<file path="src/hdl/cmdp_pkg.sv">
// Shared types and constants of the column profile unit.
package cmdp_pkg;

    // Fixed field and register widths.
    localparam int CFG_W   = 13;
    localparam int IDX_W   = 1;
    localparam int POS_W   = 12;
    localparam int SUM_W   = 28;
    localparam int PIX_W   = 16;
    localparam int COL_W   = 12;
    localparam int RES_W   = 24;

    // Reset geometry.
    localparam logic [CFG_W-1:0] CFG_SIZE_RESET = 13'd1024;

    // Configuration register indexes.
    typedef enum logic [IDX_W-1:0] {
        REG_IMAGE_WIDTH  = 1'b0,
        REG_IMAGE_HEIGHT = 1'b1
    } t_cfg_idx;

    // Commands from the controller to the datapath.
    typedef struct packed {
        logic accept;
        logic update;
        logic div_start;
        logic load_out;
    } t_cmd;

    // Status from the datapath to the controller.
    typedef struct packed {
        logic last_row;
        logic div_busy;
        logic out_free;
    } t_status;

endpackage

</file>
<file path="src/hdl/cmdp_ctrl.sv">
// Controller state machine that sequences each pixel through the datapath.
module cmdp_ctrl import cmdp_pkg::*; (
    input  logic    i_clk,
    input  logic    i_rst_n,
    input  logic    i_pix_valid,
    output logic    o_pix_ready,
    input  t_status i_status,
    output t_cmd    o_cmd
);

    typedef enum logic [1:0] {
        ST_IDLE,
        ST_UPDATE,
        ST_DIVIDE,
        ST_DELIVER
    } t_state;

    t_state r_state;
    logic   r_in_ready;

    // State register and the registered input ready.
    always_ff @(posedge i_clk) begin
        if (!i_rst_n) begin
            r_state    <= ST_IDLE;
            r_in_ready <= 1'b1;
        end else begin
            unique case (r_state)
                ST_IDLE: begin
                    if (i_pix_valid && r_in_ready) begin
                        r_state    <= ST_UPDATE;
                        r_in_ready <= 1'b0;
                    end
                end
                ST_UPDATE: begin
                    if (i_status.last_row) begin
                        r_state <= ST_DIVIDE;
                    end else begin
                        r_state    <= ST_IDLE;
                        r_in_ready <= 1'b1;
                    end
                end
                ST_DIVIDE: begin
                    if (!i_status.div_busy) begin
                        r_state <= ST_DELIVER;
                    end
                end
                ST_DELIVER: begin
                    if (i_status.out_free) begin
                        r_state    <= ST_IDLE;
                        r_in_ready <= 1'b1;
                    end
                end
                default: begin
                    r_state    <= ST_IDLE;
                    r_in_ready <= 1'b1;
                end
            endcase
        end
    end

    // Commands decoded from the state, the input handshake and the status.
    always_comb begin
        o_cmd.accept    = i_pix_valid && r_in_ready;
        o_cmd.update    = (r_state == ST_UPDATE);
        o_cmd.div_start = (r_state == ST_UPDATE) && i_status.last_row;
        o_cmd.load_out  = (r_state == ST_DELIVER) && i_status.out_free;
    end

    assign o_pix_ready = r_in_ready;

endmodule

</file>
<file path="config.mk">
export PLATFORM = sky130hd
export DESIGN_NAME = cmdp_ctrl
export DESIGN_NICKNAME = d
export VERILOG_FILES = /design/src/hdl/cmdp_pkg.sv /design/src/hdl/cmdp_ctrl.sv
export SDC_FILE = /design/constraint.sdc
export NUM_CORES = 1
export LEC_CHECK = 0
export BUFFER_PORTS_ARGS = -buffer_cell sky130_fd_sc_hd__buf_2
export CORE_AREA = 4 4 41 43
export DETAILED_ROUTE_END_ITERATION = 8
export DIE_AREA = 0 0 45 47
export SLEW_MARGIN = 20
export SYNTH_ARGS = -nofsm -noshare
export SYNTH_HDL_FRONTEND = slang
export SYNTH_SLANG_ARGS = --single-unit
</file>
<file path="constraint.sdc">
create_clock -name i_clk -period 1.55 [get_ports i_clk]
set_input_delay 0 -clock i_clk [delete_from_list [all_inputs] [get_ports i_clk]]
set_output_delay 0 -clock i_clk [all_outputs]
set_load 0.05 [all_outputs]
</file>
==> flow_summary.toml <==
[grt]
grtUsageTotal = 0.0521
grt_start_max_net_pins = 8
grt_overflow = 0
grt_pass1_vias = 173
grt_pass1_wl_um = 683
antenna_found_initial = 0

[timing]
min_period_ps = 1200
rsz0062_at_grt = "false"
fin_crit_sh = 0.774
max_slew_margin = 0.830
fmax_mhz = 833
fin_ws_ps = 350
tns_ps = 0
worst_clock_skew_ps = 0.561
hold_viol = 0
setup_viol = 0
worstMarginPinSlew_ps = 255
maxSlewViolCount = 0

[synth]
yosys.area_share.xor_xnor = 0
synth_compound_area_frac = 0.220
synth.area.mux_share = 0.0567
synth_cell_types = 14
ys.warnings.count = 0
ys_seq_area_frac = 0.340
synth-simple-area-share = 0.340
synth_adder_area_share = 0
ys_ff_latch = 3
synth_cells = 20
synth_area_sq_um = 176
avgSynthCellArea_sq_um = 8.82
syn_nets = 26
synth_top_family_by_area = "simple AND/OR/NAND/NOR gates"

[finish]
fin_area_sq_um = 282
area_growth_pct = 59.6
multiInputGateArea_sq_um = 109
num-fill-cells = 155
layout-drive-gt1-share = 0.457
post-route-util = 0.216
n_antenna_cell = 0
register_area_sq_um = 60.1
fin_nets = 42

[power_and_ir_drop]
power.leakage_uw = 0.000138
ir_drop_mv = 0.230
pwr_density_cell_mw_per_mm2 = 1100

[worst_setup_path]
critPathBufInv = 1
crit_slowest_cell = "dfxtp_1"
worstSetupPathDepth = 3
cp.arrival_ps = 1200
cp-end-kind = "output pin"
path_cells = "nor2b_4, and2_4, buf_2"
worstPathRequired_ps = 1550
slowest_delay_ps = 400
critPathTopFamily = "flip-flops"
cp-start-kind = "flop"
r2r_cells = 3
crit_type = "flop to output pin"
path_max_fanout = 6

[routing]
drt_iter0_markers = 4
wire_per_inst_um = 8.24
vias = 177
drt_pass1_iterations = 2
totalWireLength_um = 412
viasPerCell = 3.54
ant_nets = 0
drcViolationCount = 0

[floorplan]
fp.dieH_um = 47
start_util = 0.136
fp.dieW_um = 45
std_cell_rows = 13
core_sq_mm = 0.00130
die-area_sq_mm = 0.00212
ios = 11

[clocking]
cts_root_buf = "clkbuf_4"
cts.sinks = 3
cts_made_buffers = 3
cts_tree = "done"
clockBufferDepth = 2
clk-insertion-delay-late_ps = 230
htree_levels = 1
clk_pin_slew_worst_paths_ps = 40
cts_resized = 0
post-cts-setup-buffer-count = 0

[status]
outcome = "completed"

[placement]
dp_slack_ps = 592
io_buffers = 10
placed_area_sq_um = 245
dp_hpwl_um = 325
gp_congestion = 0.663

[job]
drv_cap = 0

[min_path]
hold_depth = 3
min_path_type = "input port to flop"
[timing repair]
item	CTS	global route
endpoints found under the hold margin	1	0
setup endpoints to repair	0	0
hold buffers	1	0
[cell usage in the layout, fill, tap and decap left out]
cell type,netlist,layout
nor2b_4,1,1
buf_2,0,10
dlygate4sd3_1,0,1
o41ai_1,1,1
and3_2,1,1
clkbuf_1,0,1
nand2b_1,3,3
dfxtp_1,3,3
clkbuf_4,0,3
a21oi_1,2,2
and2_4,1,1
o21ai_0,1,1
and2_1,1,1
o21a_1,1,1
a21boi_0,1,1
nand3_1,1,1
mux2i_1,1,1
inv_1,2,2
[final timing paths]
kind / startpoint / endpoint / slack [ps]
hold reg to reg: o_pix_ready / r_state[0] / 490
setup / recovery: r_state[0] / o_cmd[1] / 350
setup reg to reg: flop / flop / 590
hold / removal: i_pix_valid / r_state[0] / 70
[synth_stat cells]
master | number | area (sq um)
inv_1 | 2 | 7.51
a21boi_0 | 1 | 7.51
nand3_1 | 1 | 5.00
and3_2 | 1 | 7.51
and2_4 | 1 | 8.76
mux2i_1 | 1 | 10.0
dfxtp_1 | 3 | 60.1
o21ai_0 | 1 | 5.00
o21a_1 | 1 | 7.51
and2_1 | 1 | 6.26
a21oi_1 | 2 | 10.0
nor2b_4 | 1 | 13.8
nand2b_1 | 3 | 18.8
o41ai_1 | 1 | 8.76
[worst reg2reg max path, stage by stage, from the launching register on]
cell and delay (ps):
dfxtp_1 450, nor2b_4 60, and2_4 160, o21a_1 180
[report_power, final]
group,leakage [uW],internal (uW),switching [uW]
logic,0.0000983,28.7,49.6
registers,0.0000248,84.7,9.16
clock network,0.0000150,96.5,40.1
total,0.000138,210,98.9
[per-layer routing]
| layer | vias up | routed length, um | GRT usage |
|---|---|---|---|
| li1 | 98 | - | - |
| met1 | 70 | 190 | 0.0567 |
| met4 | 0 | 0 | 0.0702 |
| met3 | 0 | 58 | 0.0345 |
| met2 | 9 | 163 | 0.0565 |
| met5 | - | 0 | 0 |
[metrics by stage]
step | instances | total power, uW | hold slack [ps]
finish | 50 | 309 | 69.6
global route | 50 | 338 | 70.5
CTS | 50 | 318 | 60.3
detailed placement | 45 | 172 | 228
global placement | 45 | 172 | 221
floorplan | 20 | 151 | 76.2
[cell type report]
cell class / count / area share
tap: 15 / 0.0667
timing repair buffer: 11 / 0.213
sequential: 3 / 0.213
clock buffer: 4 / 0.0933
multi-input combinational: 15 / 0.387
inverter: 2 / 0.0267
[cells by family (layout without fill, tap and decap cells)]
logic type / after synthesis / after routing
simple gates: 8 / 8
compound gates: 6 / 6
flops: 3 / 3
buf+inv: 2 / 17
mux: 1 / 1
(Power assumes the default switching activity.)
